## config.mk

```make
export PLATFORM = sky130hd
export DESIGN_NAME = calendar_date_adder_flat
export DESIGN_NICKNAME = d
export VERILOG_FILES = /design/src/rtl/core/cda_pkg.sv /design/src/rtl/core/cda_in_if.sv /design/src/rtl/core/cda_out_if.sv /design/src/rtl/core/cda_step.sv /design/src/rtl/core/calendar_date_adder.sv /design/src/flat_wrapper.sv
export SDC_FILE = /design/constraint.sdc
export NUM_CORES = 1
export LEC_CHECK = 0
export ABC_AREA = 0
export ABC_CLOCK_PERIOD_IN_PS = 9000
export BUFFER_PORTS_ARGS = -buffer_cell sky130_fd_sc_hd__clkbuf_2
export CORE_MARGIN = 2
export CORE_UTILIZATION = 60
export CTS_BUF_LIST = sky130_fd_sc_hd__clkbuf_4
export CTS_CLUSTER_SIZE = 40
export DETAILED_ROUTE_END_ITERATION = 8
export PLACE_DENSITY = 0.78
export SYNTH_ARGS = -nofsm -noshare
export SYNTH_HDL_FRONTEND = slang
export SYNTH_SLANG_ARGS = --single-unit
```

## constraint.sdc

```tcl
create_clock -name clk -period 9 [get_ports clk]
set_clock_uncertainty 0.1 [all_clocks]
set_input_delay 0.9 -clock clk [delete_from_list [all_inputs] [get_ports clk]]
set_output_delay 0.9 -clock clk [all_outputs]
set_load 0.01 [all_outputs]
```

## src/rtl/core/cda_pkg.sv

```systemverilog
// Shared types, codes and calendar helpers for the calendar date adder.
`default_nettype none

package cda_pkg;

    // Unit codes carried in the action field
    localparam logic [2:0] ACT_DAYS      = 3'd0;
    localparam logic [2:0] ACT_WEEKS     = 3'd1;
    localparam logic [2:0] ACT_MONTHS    = 3'd2;
    localparam logic [2:0] ACT_YEARS     = 3'd3;
    localparam logic [2:0] ACT_DECADES   = 3'd4;
    localparam logic [2:0] ACT_CENTURIES = 3'd5;
    localparam logic [2:0] ACT_MILLENNIA = 3'd6;

    // Status codes
    localparam logic [1:0] STAT_OK       = 2'd0;
    localparam logic [1:0] STAT_INVALID  = 2'd1;
    localparam logic [1:0] STAT_OVERFLOW = 2'd2;

    localparam logic [13:0] MAX_YEAR = 14'd9999;

    // floor(y / 100) == (y * RECIP_100) >> RECIP_SHIFT for every 14-bit y
    localparam logic [12:0] RECIP_100   = 13'd5243;
    localparam int          RECIP_SHIFT = 19;

    typedef struct packed {
        logic [2:0]  action;
        logic [4:0]  start_day;
        logic [3:0]  start_month;
        logic [13:0] start_year;
        logic [9:0]  amount;
    } cda_in_t;

    typedef struct packed {
        logic [4:0]  end_day;
        logic [3:0]  end_month;
        logic [13:0] end_year;
        logic [1:0]  status;
    } cda_out_t;

    // Date held as day, month, century and year within century
    typedef struct packed {
        logic [4:0] day;
        logic [3:0] month;
        logic [7:0] cen;
        logic [6:0] yy;
    } cda_date_t;

    typedef struct packed {
        logic month_step;
    } cda_step_ctl_t;

    typedef struct packed {
        cda_date_t  next;
        logic       year_inc;
        logic [4:0] cur_days;
        logic       cur_leap;
    } cda_step_res_t;

    function automatic logic leap_year(input logic [7:0] cen, input logic [6:0] yy);
        logic res;
        if (yy == 7'd0)
            res = (cen[1:0] == 2'd0);
        else
            res = (yy[1:0] == 2'd0);
        return res;
    endfunction

    function automatic logic [4:0] month_days(input logic [3:0] m, input logic leap);
        logic [4:0] res;
        case (m) inside
            4'd1, 4'd3, 4'd5, 4'd7, 4'd8, 4'd10, 4'd12: res = 5'd31;
            4'd4, 4'd6, 4'd9, 4'd11:                    res = 5'd30;
            4'd2:                                       res = leap ? 5'd29 : 5'd28;
            default:                                    res = 5'd0;
        endcase
        return res;
    endfunction

endpackage

`default_nettype wire

```

## src/rtl/core/cda_in_if.sv

```systemverilog
// Command channel of the calendar date adder: valid, ready and a start date.
`default_nettype none

interface cda_in_if;
    logic             valid;
    logic             ready;
    cda_pkg::cda_in_t data;

    modport source (output valid, output data, input ready);
    modport sink   (input valid, input data, output ready);
endinterface

`default_nettype wire

```

## src/rtl/core/cda_out_if.sv

```systemverilog
// Result channel of the calendar date adder: valid, ready and the advanced date.
`default_nettype none

interface cda_out_if;
    logic              valid;
    logic              ready;
    cda_pkg::cda_out_t data;

    modport source (output valid, output data, input ready);
    modport sink   (input valid, input data, output ready);
endinterface

`default_nettype wire

```

## src/rtl/core/cda_step.sv

```systemverilog
// Shared calendar step unit: advance a date by one day or one month.
`default_nettype none

module cda_step (
    input  wire cda_pkg::cda_date_t     cur,
    input  wire cda_pkg::cda_step_ctl_t ctl,
    output cda_pkg::cda_step_res_t      res
);

    logic       cur_leap;
    logic [4:0] cur_days;
    logic       roll_month;
    logic [3:0] m_inc;
    logic       y_inc;
    logic [7:0] cen_inc;
    logic [6:0] yy_inc;
    logic       new_leap;
    logic [4:0] new_days;

    assign cur_leap = cda_pkg::leap_year(cur.cen, cur.yy);
    assign cur_days = cda_pkg::month_days(cur.month, cur_leap);

    // A day step crosses into the next month at the month's last day
    assign roll_month = ctl.month_step || (cur.day >= cur_days);

    always_comb
    begin
        if (cur.month >= 4'd12)
        begin
            m_inc = 4'd1;
            y_inc = 1'b1;
        end
        else
        begin
            m_inc = cur.month + 4'd1;
            y_inc = 1'b0;
        end
    end

    always_comb
    begin
        if (!y_inc)
        begin
            cen_inc = cur.cen;
            yy_inc  = cur.yy;
        end
        else if (cur.yy == 7'd99)
        begin
            cen_inc = cur.cen + 8'd1;
            yy_inc  = 7'd0;
        end
        else
        begin
            cen_inc = cur.cen;
            yy_inc  = cur.yy + 7'd1;
        end
    end

    assign new_leap = cda_pkg::leap_year(cen_inc, yy_inc);
    assign new_days = cda_pkg::month_days(m_inc, new_leap);

    always_comb
    begin
        res.cur_days = cur_days;
        res.cur_leap = cur_leap;
        if (ctl.month_step)
        begin
            // Clamp the day to the length of the month reached
            res.next.day   = (cur.day > new_days) ? new_days : cur.day;
            res.next.month = m_inc;
            res.next.cen   = cen_inc;
            res.next.yy    = yy_inc;
            res.year_inc   = y_inc;
        end
        else if (roll_month)
        begin
            res.next.day   = 5'd1;
            res.next.month = m_inc;
            res.next.cen   = cen_inc;
            res.next.yy    = yy_inc;
            res.year_inc   = y_inc;
        end
        else
        begin
            res.next.day   = cur.day + 5'd1;
            res.next.month = cur.month;
            res.next.cen   = cur.cen;
            res.next.yy    = cur.yy;
            res.year_inc   = 1'b0;
        end
    end

endmodule

`default_nettype wire

```

## src/rtl/core/calendar_date_adder.sv

```systemverilog
// Top level of the calendar date adder: sequencer, year split and result register.
//
// Usage: the cmd channel takes one transaction holding a start date, a unit
// (days, weeks, months, years, decades, centuries, millennia) and an amount.
// The res channel returns one transaction per command: the advanced date and
// a status (ok, invalid start date, year past 9999). On a non-ok status the
// start date is returned unchanged.
// Sequence: setup (year split into century and year within century, date
// check), then one step per day or per month through the shared step unit
// until the count ends, then the load of the result register. Year-based
// units instead add the scaled amount, check the sum, split the new year
// again and clamp Feb 29. The date registers advance one day or one month
// per cycle through the step unit while the count runs.
// Throughput: one command at a time; cmd.ready is high only while the
// sequencer is idle. A finished result sits in the output register, so a new
// command is taken while the receiver still holds off res.ready. If a second
// result is done before the first is taken, the sequencer holds it until the
// output register frees up.
// Reset: rst_n clears the sequencer and the output valid flag at once.
`default_nettype none

module calendar_date_adder (
    input  wire       clk,
    input  wire       rst_n,
    cda_in_if.sink    cmd,
    cda_out_if.source res
);

    localparam logic [3:0] ST_IDLE      = 4'd0;
    localparam logic [3:0] ST_SPLIT_MUL = 4'd1;
    localparam logic [3:0] ST_SPLIT_SUB = 4'd2;
    localparam logic [3:0] ST_CHECK     = 4'd3;
    localparam logic [3:0] ST_DAYS      = 4'd4;
    localparam logic [3:0] ST_MONTHS    = 4'd5;
    localparam logic [3:0] ST_YEAR_ADD  = 4'd6;
    localparam logic [3:0] ST_YEAR_CHK  = 4'd7;
    localparam logic [3:0] ST_CLAMP     = 4'd8;
    localparam logic [3:0] ST_DONE      = 4'd9;

    localparam logic [9:0] MULT_YEARS     = 10'd1;
    localparam logic [9:0] MULT_DECADES   = 10'd10;
    localparam logic [9:0] MULT_CENTURIES = 10'd100;
    localparam logic [9:0] MULT_MILLENNIA = 10'd1000;

    // Control state
    logic [3:0]  state_reg, state_next;
    logic        out_valid_reg, out_valid_next;

    // Working data
    cda_pkg::cda_in_t   cmd_reg, cmd_next;
    logic [4:0]         d_reg, d_next;
    logic [3:0]         m_reg, m_next;
    logic [13:0]        y_reg, y_next;
    logic [7:0]         cen_reg, cen_next;
    logic [6:0]         yy_reg, yy_next;
    logic [12:0]        cnt_reg, cnt_next;
    logic [26:0]        prod_reg, prod_next;
    logic [19:0]        sum_reg, sum_next;
    logic [1:0]         status_reg, status_next;
    logic               split_sel_reg, split_sel_next;
    cda_pkg::cda_out_t  out_reg, out_next;

    cda_pkg::cda_date_t     step_cur;
    cda_pkg::cda_step_ctl_t step_ctl;
    cda_pkg::cda_step_res_t step_res;

    logic        cmd_fire;
    logic        out_load;
    logic [7:0]  split_cen;
    logic [14:0] cen_x100;
    logic [14:0] yy_wide;
    logic [9:0]  year_mult;
    logic [19:0] year_prod;
    logic        date_ok;
    logic [1:0]  final_status;

    assign cmd.ready = (state_reg == ST_IDLE);
    assign cmd_fire  = cmd.valid && cmd.ready;

    assign res.valid = out_valid_reg;
    assign res.data  = out_reg;

    // Shared step unit works on the current date registers
    assign step_cur.day   = d_reg;
    assign step_cur.month = m_reg;
    assign step_cur.cen   = cen_reg;
    assign step_cur.yy    = yy_reg;
    assign step_ctl.month_step = (state_reg == ST_MONTHS);

    cda_step u_step (
        .cur (step_cur),
        .ctl (step_ctl),
        .res (step_res)
    );

    // Year split: century from the registered reciprocal product
    assign split_cen = prod_reg[cda_pkg::RECIP_SHIFT +: 8];
    assign cen_x100  = {1'b0, split_cen, 6'd0} + {2'b0, split_cen, 5'd0}
                     + {5'b0, split_cen, 2'd0};
    assign yy_wide   = {1'b0, y_reg} - cen_x100;

    always_comb
    begin
        case (cmd_reg.action)
            cda_pkg::ACT_YEARS:     year_mult = MULT_YEARS;
            cda_pkg::ACT_DECADES:   year_mult = MULT_DECADES;
            cda_pkg::ACT_CENTURIES: year_mult = MULT_CENTURIES;
            default:                year_mult = MULT_MILLENNIA;
        endcase
    end

    assign year_prod = 20'(cmd_reg.amount * year_mult);

    // Start date check; the step unit reports the start month's length here
    assign date_ok = (cmd_reg.start_month >= 4'd1) && (cmd_reg.start_month <= 4'd12)
                  && (cmd_reg.start_day >= 5'd1)
                  && (cmd_reg.start_day <= step_res.cur_days)
                  && (cmd_reg.start_year <= cda_pkg::MAX_YEAR);

    assign final_status = (status_reg != cda_pkg::STAT_OK) ? status_reg :
                          (y_reg > cda_pkg::MAX_YEAR) ? cda_pkg::STAT_OVERFLOW :
                          cda_pkg::STAT_OK;

    assign out_load = (state_reg == ST_DONE) && (!out_valid_reg || res.ready);

    always_comb
    begin
        state_next     = state_reg;
        cmd_next       = cmd_reg;
        d_next         = d_reg;
        m_next         = m_reg;
        y_next         = y_reg;
        cen_next       = cen_reg;
        yy_next        = yy_reg;
        cnt_next       = cnt_reg;
        prod_next      = prod_reg;
        sum_next       = sum_reg;
        status_next    = status_reg;
        split_sel_next = split_sel_reg;
        out_next       = out_reg;

        case (state_reg)
            ST_IDLE:
            begin
                if (cmd_fire)
                begin
                    cmd_next       = cmd.data;
                    d_next         = cmd.data.start_day;
                    m_next         = cmd.data.start_month;
                    y_next         = cmd.data.start_year;
                    status_next    = cda_pkg::STAT_OK;
                    split_sel_next = 1'b0;
                    state_next     = ST_SPLIT_MUL;
                end
            end

            ST_SPLIT_MUL:
            begin
                prod_next  = 27'(y_reg * cda_pkg::RECIP_100);
                state_next = ST_SPLIT_SUB;
            end

            ST_SPLIT_SUB:
            begin
                cen_next   = split_cen;
                yy_next    = yy_wide[6:0];
                state_next = split_sel_reg ? ST_CLAMP : ST_CHECK;
            end

            ST_CHECK:
            begin
                if (!date_ok)
                begin
                    status_next = cda_pkg::STAT_INVALID;
                    state_next  = ST_DONE;
                end
                else if (cmd_reg.action == cda_pkg::ACT_DAYS)
                begin
                    cnt_next   = {3'd0, cmd_reg.amount};
                    state_next = ST_DAYS;
                end
                else if (cmd_reg.action == cda_pkg::ACT_WEEKS)
                begin
                    cnt_next   = {cmd_reg.amount, 3'd0} - {3'd0, cmd_reg.amount};
                    state_next = ST_DAYS;
                end
                else if (cmd_reg.action == cda_pkg::ACT_MONTHS)
                begin
                    cnt_next   = {3'd0, cmd_reg.amount};
                    state_next = ST_MONTHS;
                end
                else if (cmd_reg.action == cda_pkg::ACT_YEARS
                      || cmd_reg.action == cda_pkg::ACT_DECADES
                      || cmd_reg.action == cda_pkg::ACT_CENTURIES
                      || cmd_reg.action == cda_pkg::ACT_MILLENNIA)
                begin
                    state_next = ST_YEAR_ADD;
                end
                else
                begin
                    // Unused unit code: pass the start date through
                    state_next = ST_DONE;
                end
            end

            ST_DAYS, ST_MONTHS:
            begin
                if (cnt_reg == 13'd0)
                begin
                    state_next = ST_DONE;
                end
                else
                begin
                    d_next   = step_res.next.day;
                    m_next   = step_res.next.month;
                    cen_next = step_res.next.cen;
                    yy_next  = step_res.next.yy;
                    if (step_res.year_inc)
                        y_next = y_reg + 14'd1;
                    cnt_next = cnt_reg - 13'd1;
                end
            end

            ST_YEAR_ADD:
            begin
                sum_next   = {6'd0, cmd_reg.start_year} + year_prod;
                state_next = ST_YEAR_CHK;
            end

            ST_YEAR_CHK:
            begin
                if (sum_reg > {6'd0, cda_pkg::MAX_YEAR})
                begin
                    status_next = cda_pkg::STAT_OVERFLOW;
                    state_next  = ST_DONE;
                end
                else
                begin
                    // Split the new year to get its leap flag
                    y_next         = sum_reg[13:0];
                    split_sel_next = 1'b1;
                    state_next     = ST_SPLIT_MUL;
                end
            end

            ST_CLAMP:
            begin
                if (m_reg == 4'd2 && d_reg == 5'd29 && !step_res.cur_leap)
                    d_next = 5'd28;
                state_next = ST_DONE;
            end

            ST_DONE:
            begin
                if (out_load)
                begin
                    out_next.status = final_status;
                    if (final_status != cda_pkg::STAT_OK)
                    begin
                        out_next.end_day   = cmd_reg.start_day;
                        out_next.end_month = cmd_reg.start_month;
                        out_next.end_year  = cmd_reg.start_year;
                    end
                    else
                    begin
                        out_next.end_day   = d_reg;
                        out_next.end_month = m_reg;
                        out_next.end_year  = y_reg;
                    end
                    state_next = ST_IDLE;
                end
            end

            default:
            begin
                state_next = ST_IDLE;
            end
        endcase
    end

    // Hold the result until the receiver takes it
    always_comb
    begin
        out_valid_next = out_valid_reg;
        if (out_load)
            out_valid_next = 1'b1;
        else if (res.ready)
            out_valid_next = 1'b0;
    end

    always_ff @(posedge clk or negedge rst_n)
    begin
        if (!rst_n)
        begin
            state_reg     <= ST_IDLE;
            out_valid_reg <= 1'b0;
        end
        else
        begin
            state_reg     <= state_next;
            out_valid_reg <= out_valid_next;
        end
    end

    always_ff @(posedge clk)
    begin
        cmd_reg       <= cmd_next;
        d_reg         <= d_next;
        m_reg         <= m_next;
        y_reg         <= y_next;
        cen_reg       <= cen_next;
        yy_reg        <= yy_next;
        cnt_reg       <= cnt_next;
        prod_reg      <= prod_next;
        sum_reg       <= sum_next;
        status_reg    <= status_next;
        split_sel_reg <= split_sel_next;
        out_reg       <= out_next;
    end

endmodule

`default_nettype wire

```

## src/flat_wrapper.sv

```systemverilog
// flat-port wrapper written by rule: the top's interface ports become plain ports
module calendar_date_adder_flat 
  (clk, rst_n, cmd_valid, cmd_data, cmd_ready, res_valid, res_data, res_ready);
  cda_in_if cmd_i ();
  cda_out_if res_i ();
  input  wire clk;
  input  wire rst_n;
  input wire logic [$bits(cmd_i.valid)-1:0] cmd_valid;
  input wire logic [$bits(cmd_i.data)-1:0] cmd_data;
  output wire logic [$bits(cmd_i.ready)-1:0] cmd_ready;
  output wire logic [$bits(res_i.valid)-1:0] res_valid;
  output wire logic [$bits(res_i.data)-1:0] res_data;
  input wire logic [$bits(res_i.ready)-1:0] res_ready;
  assign cmd_i.valid = cmd_valid;
  assign cmd_i.data = cmd_data;
  assign cmd_ready = cmd_i.ready;
  assign res_valid = res_i.valid;
  assign res_data = res_i.data;
  assign res_i.ready = res_ready;
  calendar_date_adder u_core (.clk(clk), .rst_n(rst_n), .cmd(cmd_i), .res(res_i));
endmodule
```

Word-level counts from Yosys, hierarchy flattened:

Cells that the tools add are included.

* bits in registers: 167
* bits of input ports: 40
* logic and storage cells: 212

* $add $sub $neg: 11
* $mul: 2
* magnitude comparators: 10
* equal/unequal tests: 54
* muxes and demuxes: 65
* reductions and logical operators: 49

Operator list (count)
* $mux W13: 5
* $mux W14: 4
* $mux W4: 13
* $mux W25: 2
* $mux W5: 10
* $eq A4 B3 Y1 const B: 12
* $eq A4 B4 Y1 const B: 12
* $pmux W14 S3: 1
* $pmux W4 S9: 1
* $pmux W10 S3: 1
* $mul A14 B13 Y27 const B: 1
* $pmux W13 S2: 1
* $eq A4 B2 Y1 const B: 6
* $mux W8: 3
* $mux W23: 1
* $mux W7: 3
* $add A14 B20 Y20: 1
* $gt A20 B14 Y1 const B: 1
* $mul A10 B10 Y20: 1
* $pmux W8 S2: 1
* $pmux W5 S3: 1
* $add A14 B1 Y14 const B: 1
* $add A7 B7 Y7: 2
* $gt A14 B14 Y1 const B: 1
* other kinds (48): 106

Logic depth before layout (Yosys ltp):

Gate-level depths: netlist of the first run.

* word-level depth: 15
* depth in mapped cells: 23
* depth with buffers taken out: 21

Hierarchy:

From an unflattened synthesis of the first run, not the netlist that was laid out.

* cells, all modules: 1586
* area, all modules: 15590.0 µm²

Modules (own cells, without submodules)
* calendar_date_adder: times used 1, cells an instance 1396, area each 14326.2 µm², sequential area each 4419.2 µm²
* cda_step: times used 1, cells an instance 190, area each 1263.7 µm², sequential area each 0.0 µm²

Worst setup path after synthesis of the first run:

OpenSTA, ideal clock, no wires.

* kind: reg-to-reg
* start: register u_core.cmd_reg[33] in the netlist's numbering
* end: register u_core.sum_reg[19] (data pin)
* setup time: 0.260 ns
* arrival time: 5.881 ns
* required time: 8.640 ns
* path slack: 2.760 ns
* stages on the path, launching flop included: 23
* path buffers: 3
* clock period less this slack: 6.240 ns
* cell sequence: edfxtp_1 clkbuf_1 and3_1 clkbuf_1 a21o_1 buf_1 nor2_1 fa_1 inv_1 fa_1 inv_1 fa_1 inv_1 fa_1 inv_1 fa_1 ha_1 a2111o_1 or2_1 a2111oi_2 nor3_1 a221oi_2 xnor2_1

* longest elaborated chain between the ends: 4

RTL lines
* from (decl): RTL line calendar_date_adder.sv:50 `cda_pkg::cda_in_t cmd_reg, cmd_next;`
* from (signal assigned): RTL line calendar_date_adder.sv:307 `cmd_reg <= cmd_next;`
* $eq A3 B3 Y1 or $eq A3 B2 Y1 (tied branches): RTL line calendar_date_adder.sv:104 `case (cmd_reg.action)`
* $pmux W10 S3 *: RTL line calendar_date_adder.sv:104
* $mul A10 B10 Y20 *: RTL line calendar_date_adder.sv:112 `assign year_prod = 20'(cmd_reg.amount * year_mult);`
* $add A14 B20 Y20 *: RTL line calendar_date_adder.sv:226 `sum_next = {6'd0, cmd_reg.start_year} + year_prod;`
* to (signal assigned): RTL line calendar_date_adder.sv:315 `sum_reg <= sum_next;`
* to (decl): RTL line calendar_date_adder.sv:58 `logic [19:0] sum_reg, sum_next;`

Every way passes the cells marked *; elsewhere a longest branch is shown, timed or not.
A chain may end at the register's enable or synchronous reset.

Worst setup path in the final report of the first run:

* start: register u_core.cmd_reg[35] in the netlist's numbering
* end: register u_core.sum_reg[19] (data pin)

Same word-level chain as after synthesis.

==> metrics, run 1 <==
drt pass-1 iters 5; Critical Path Start u_core.cmd_reg[35]; Worst Path Required between 9000 and 10000 ps; Nets 1897; simple-gate portion of the synthesized area a little under an eighth; Max FO, Critical Path 23; Tightest Hold Check Type primary input to flop; Post-synth EDFFs approximately 130; Compound-Gate Fraction of Synth Area 11.0%; sum of buffers and inverters on the critical path 5; setup TNS 0 ps; synthesized flop and latch total 139; Slew headroom approximately 22%; min Tclk post-route around 7000 ps; Hold Crit Start cmd_data[6]; CP arrival between 7000 and 8000 ps; Worst Max-Slew Pin Slew 1160 ps; RSZ-0062 raised after global routing false; Worst path max stage delay about 630 ps; CP startpoint kind flop; largest family of logic cells by synthesized area adder cells; f_max ~140 MHz; largest net degree at the start of global routing between 40 and 50; Antenna Nets Post-Route 0; CP cell instances inv_2 -> and3_1 -> a21o_1 -> nor2_1 -> fa_1 -> inv_1 -> fa_1 -> inv_1 -> fa_1 -> inv_1 -> fa_1 -> inv_1 -> fa_1 -> ha_1 -> a2111o_1 -> or2_1 -> a2111oi_2 -> nor3_1 -> a221oi_2 -> xnor2_1; dominant synthesized flop cell edfxtp_1; Yosys Warn Count 0; vias roughly 11000; fin crit share about 77%; Adder-Cell Fraction of Synth Area 35.1%; Crit-path slowest cell and3_1; Cells after Synth ~1500; hold_ws between 300 and 400 ps; post-CTS setup buffer count 0; Die ar. approximately 26000 sq um; multiplexer share of the synthesized area under 10%; CTS clk-pin slew, worst paths 140 ps; CP Capture Type flop; fillcell total 1924; gr ovfl total 0; most common cell after layout, fill and taps aside inv_1; Util after Layout about two thirds; Most Frequent Cell on Critical Path fa_1; I/O pin cnt 67; number of library cell types mapped by synthesis between 70 and 80; DP Worst Slack 2140 ps; Global Route Usage Sum between 20% and 30%; maximum buffer depth of the clock tree 2; Final Worst Setup Slack between 2000 and 2500 ps; CTS tree done; TritonCTS Buffers 17; commonest cells after routing, fill and taps aside 249 x inv_1, 214 x ha_1, 134 x edfxtp_1; mean post-synth cell area about 10 sq um; Largest delay share family, worst path adder cells; Yosys top cell area share a little over a quarter; status complete, no violations; Post-Synth XOR/XNOR Area 4.18%; PortBufs 66; Synth area leaders edfxtp_1 27%, ha_1 18%, fa_1 17%, inv_1 6.4%, xnor2_1 3.2%; share of layout cells above drive strength 1 just over 8%; clk root buf clkbuf_4; clk sinks around 140; max_cap viols 0; Die Width roughly 160 um; Max Transition Viols Final 0; flip-flop count of the largest register after layout 36; reg2reg start u_core.cmd_reg[35]; DR vias/cell approximately 6; Total Wirelength 33200 um; Post-Syn Area around 15000 sq um; Syn Nets roughly 1800; H-tree Lvls 4; Final GP Congestion slightly above 0.9; final setup fails 0; Residual DRC 0; number of global-route vias before repair between 10000 and 15000; FFs w/ async S/R, synth around 3.6%; first-pass GRT wire length between 50000 and 60000 um; later-pin clock latency in the skew report around 600 ps; sequential share of the synthesized area about 28%; Die H 160 um; Area Growth Syn to Fin 6.69%; number of DRC markers in iteration 0 between 800 and 900; row count 57; Routed wire per std cell 17.8 um; Crit Path Category flop to flop; Final Hold Vio Count 0; Post-DP HPWL 26500 um; Core Region 24200 sq um; initial antenna violation count 2; Starting Density about three fifths; Yosys top cell by area edfxtp_1
per-stage QoR:
step | cells | area, sq um
after floorplan | 1469 | 14700
after global placement | 1823 | 15300
after detailed placement | 1823 | 15300
after CTS | 1856 | 15700
after global routing | 1858 | 15700
final | 1858 | 15700
routing by layer:
layer | vias up | global-route usage (%) | wire, um
met5 | - | 0 | 0
met4 | 0 | 10.2 | 970
met3 | 68 | 3.98 | 2060
met2 | 371 | 45.7 | 16600
met1 | 5313 | 34.6 | 13500
li1 | 5157 | - | -
cell type report:
type	count	area, sq um	share of cell area [%]
clock buffer	19	143	0.910
timing repair buffer	78	423	2.70
clock inverter	13	169	1.08
multi-input combinational	1032	9430	60.2
sequential	139	4150	26.5
inverter	251	942	6.01
tap	324	405	2.59
antenna	2	5.00	0.0319
cells in the mapped netlist (4+ instances only):
cell / instances
buf_2: 4
o21ai_0: 43
or4_1: 5
nand2b_1: 13
or2_1: 6
nor2_1: 89
o22ai_1: 14
and3_1: 9
xor2_1: 16
mux2i_1: 7
o2111ai_1: 4
o31ai_1: 9
ha_1: 214
a21oi_1: 63
nand3_1: 26
o21a_1: 11
dfrtp_1: 5
o211ai_1: 10
a211oi_1: 11
nand2_1: 83
edfxtp_1: 134
nor4_1: 11
a21o_1: 8
clkbuf_1: 41
fa_1: 124
a221oi_1: 8
inv_1: 249
nor2b_1: 15
o21ai_1: 14
mux2_1: 17
or3_1: 8
nand4_1: 9
nor3_1: 36
xnor2_1: 54
a21boi_1: 4
a31oi_1: 10
nand3b_1: 7
and2_1: 20
a311oi_1: 5
repair_timing:
item,4_1_cts,5_1_grt
hold endpoints to repair,2,0
resized for setup,0,0
hold buffers,1,0
worst register-to-register path, stage by stage, from the launching register on:
cell,delay (ps)
edfxtp_1,510
inv_2,140
and3_1,630
a21o_1,440
nor2_1,230
fa_1,530
inv_1,60
fa_1,530
inv_1,50
fa_1,520
inv_1,50
fa_1,520
inv_1,50
fa_1,490
ha_1,270
a2111o_1,460
or2_1,270
a2111oi_2,340
nor3_1,140
a221oi_2,270
xnor2_1,90
kinds of logic (layout without fill, tap and decap cells):
group,count (synthesis),count (layout)
other,0,2
multiplexers,27,27
adder cells (fa/ha/maj),338,338
flip-flops,139,139
buffers and inverters,298,361
XOR/XNOR,70,70
AND/OR/NAND/NOR,351,351
AO/OA/AOI/OAI,246,246
worst paths after layout:
path | end | slack, ps | cells past startpoint
worst max-delay path | u_core.sum_reg[19] | 2050 | 20
worst min-delay path | u_core.cmd_reg[6] | 360 | 1
worst max register to register | u_core.sum_reg[19] | 2050 | 20
worst min register to register | u_core.res.data[0] | 460 | 0
max in group asynchronous | u_core.state_reg[0] | 8100 | 2
min in group asynchronous | u_core.res.valid | 530 | 2
Power of run 1 is not shown: default switching activity piles up to over one toggle a cycle in this logic, so the estimate is an artifact.
==> inputs of run 2 (changes only) <==
ABC_CLOCK_PERIOD_IN_PS = 6170   (was 9000)
CORE_UTILIZATION = 59   (was 60)
PLACE_DENSITY = 0.8   (was 0.78)
clock period = 6.17 ns   (was 9 ns; I/O delays follow)
==> run 2 against run 1 <==
Effect of this change: via count is 1.4% higher; final area is 0.61% higher; sequential share of layout area is 0.16 points lower; setup slack worse by 1800 ps; flip-flop and latch count stayed put; worst hold slack worse by 240 ps; non-clock buffer count is 13 higher.
==> metrics, run 2 (same netlist as run 1, synthesis figures left out) <==
status complete, no violations; I/O pin cnt 67; CP Capture Type flop; Tightest Hold Check Type primary input to flop; Crit Path Category flop to flop; Worst Max-Slew Pin Slew about 1100 ps; Max FO, Critical Path 5; H-tree Lvls 4; clk root buf clkbuf_4; RSZ-0062 raised after global routing true; CP cell instances inv_2 -> and3_4 -> a21o_1 -> nor2_1 -> fa_1 -> inv_1 -> fa_1 -> inv_1 -> fa_1 -> inv_1 -> fa_1 -> inv_1 -> fa_1 -> ha_4 -> a2111o_1 -> or2_4 -> a2111oi_4 -> nor3_2 -> a221oi_2 -> xnor2_1; Area Growth Syn to Fin 7.34%; clk sinks around 140; maximum buffer depth of the clock tree 2; fin crit share 96.4%; Worst Path Required ~6400 ps; dpl cell area around 15000 sq um; most common cell after layout, fill and taps aside inv_1; gr ovfl total 0; number of DRC markers in iteration 0 between 800 and 900; sum of buffers and inverters on the critical path 5; Routed wire per std cell ~18 um; final setup fails 0; Worst path max stage delay between 500 and 600 ps; Max Transition Viols Final 0; largest net degree at the start of global routing 47; Antenna Nets Post-Route 0; fin area approximately 16000 sq um; initial antenna violation count 1; Nets between 1500 and 2000; Die Width between 150 and 200 um; CTS clk-pin slew, worst paths about 140 ps; Final GP Congestion about 0.94; Crit-path slowest cell fa_1; Global Route Usage Sum between 20% and 30%; Residual DRC 0; DR vias/cell 5.91; Die H 162 um; Largest delay share family, worst path adder cells; CTS tree done; Inst Count DP 1834; PortBufs 66; drt pass-1 iters 6; row count between 50 and 60; max_cap viols 0; share of layout cells above drive strength 1 around a tenth; later-pin clock latency in the skew report 570 ps; Post-DP HPWL between 20000 and 30000 um; commonest cells after routing, fill and taps aside 249 x inv_1, 212 x ha_1, 134 x edfxtp_1; flip-flop count of the largest register after layout 36; Most Frequent Cell on Critical Path fa_1; CP startpoint kind flop; Slew headroom between 20% and 30%; Total Wirelength about 34000 um; f_max around 170 MHz; Starting Density between 60% and 70%; first-pass GRT wire length ~56000 um; vias roughly 11000; min Tclk post-route 5950 ps; setup TNS 0 ps; Layout Cells excl Fill around 1900; CP arrival around 6200 ps; Die ar. around 26000 sq um; Final Hold Vio Count 0; Core Region around 24000 sq um; TritonCTS Buffers 17; number of global-route vias before repair around 11000
-- run 2: cell count changes in the layout (fill, tap and decap cells not counted), moves of 2 or more --
cell / change
and3_1: -2
buf_4: +13
bufinv_16: -3
clkinv_2: -3
clkinv_4: -3
clkinvlp_4: +3
ha_1: -2
inv_6: +5
nor3_1: -2
nor3_2: +2
-- run 2: path summary, 6_finish.rpt --
check                                      from                  end  slack (ps)  cells past startpoint
setup / recovery             u_core.cmd_reg[35]   u_core.sum_reg[19]         220                     20
hold / removal                      cmd_data[0]    u_core.cmd_reg[0]         120                      1
min in group asynchronous                 rst_n     u_core.res.valid         290                      2
hold reg to reg            u_core.status_reg[0]   u_core.res.data[0]         470                      0
max in group asynchronous                 rst_n  u_core.state_reg[2]        5510                      2
setup reg to reg             u_core.cmd_reg[35]   u_core.sum_reg[19]         220                     20
-- run 2: layer usage --
layer / vias up / track usage, % / part of all wire (%)
li1: 5174 / - / -
met1: 5390 / 34.4 / 41
met2: 415 / 46.5 / 50
met3: 79 / 3.52 / 5.5
met4: 0 / 10.1 / 3.1
met5: - / 0 / 0
-- run 2: timing repair --
action,4_1_cts,5_1_grt
setup buffers,0,2
setup endpoints to repair,0,2
hold buffers,1,0
hold endpoints to repair,5,0
resized for setup,0,8
-- run 2: layout make-up --
class,count,area [sq um]
tap,324,405
antenna,1,2.50
inverter,251,942
timing repair buffer,91,520
sequential,139,4150
multi-input combinational,1032,9480
clock buffer,18,135
clock inverter,14,131
fill,1964,8630
-- run 2: through the flow --
step | hold slack (ps) | util (%) | worst slack, ps
after floorplan | 221 | - | 77.6
after detailed placement | 351 | 63.2 | 155
after global placement | 350 | 63.2 | 296
after global routing | 62.2 | 64.6 | -56.7
after CTS | 79.5 | 64.4 | 130
final | 122 | 64.6 | 223
Power of run 2 is left out for the same reason.
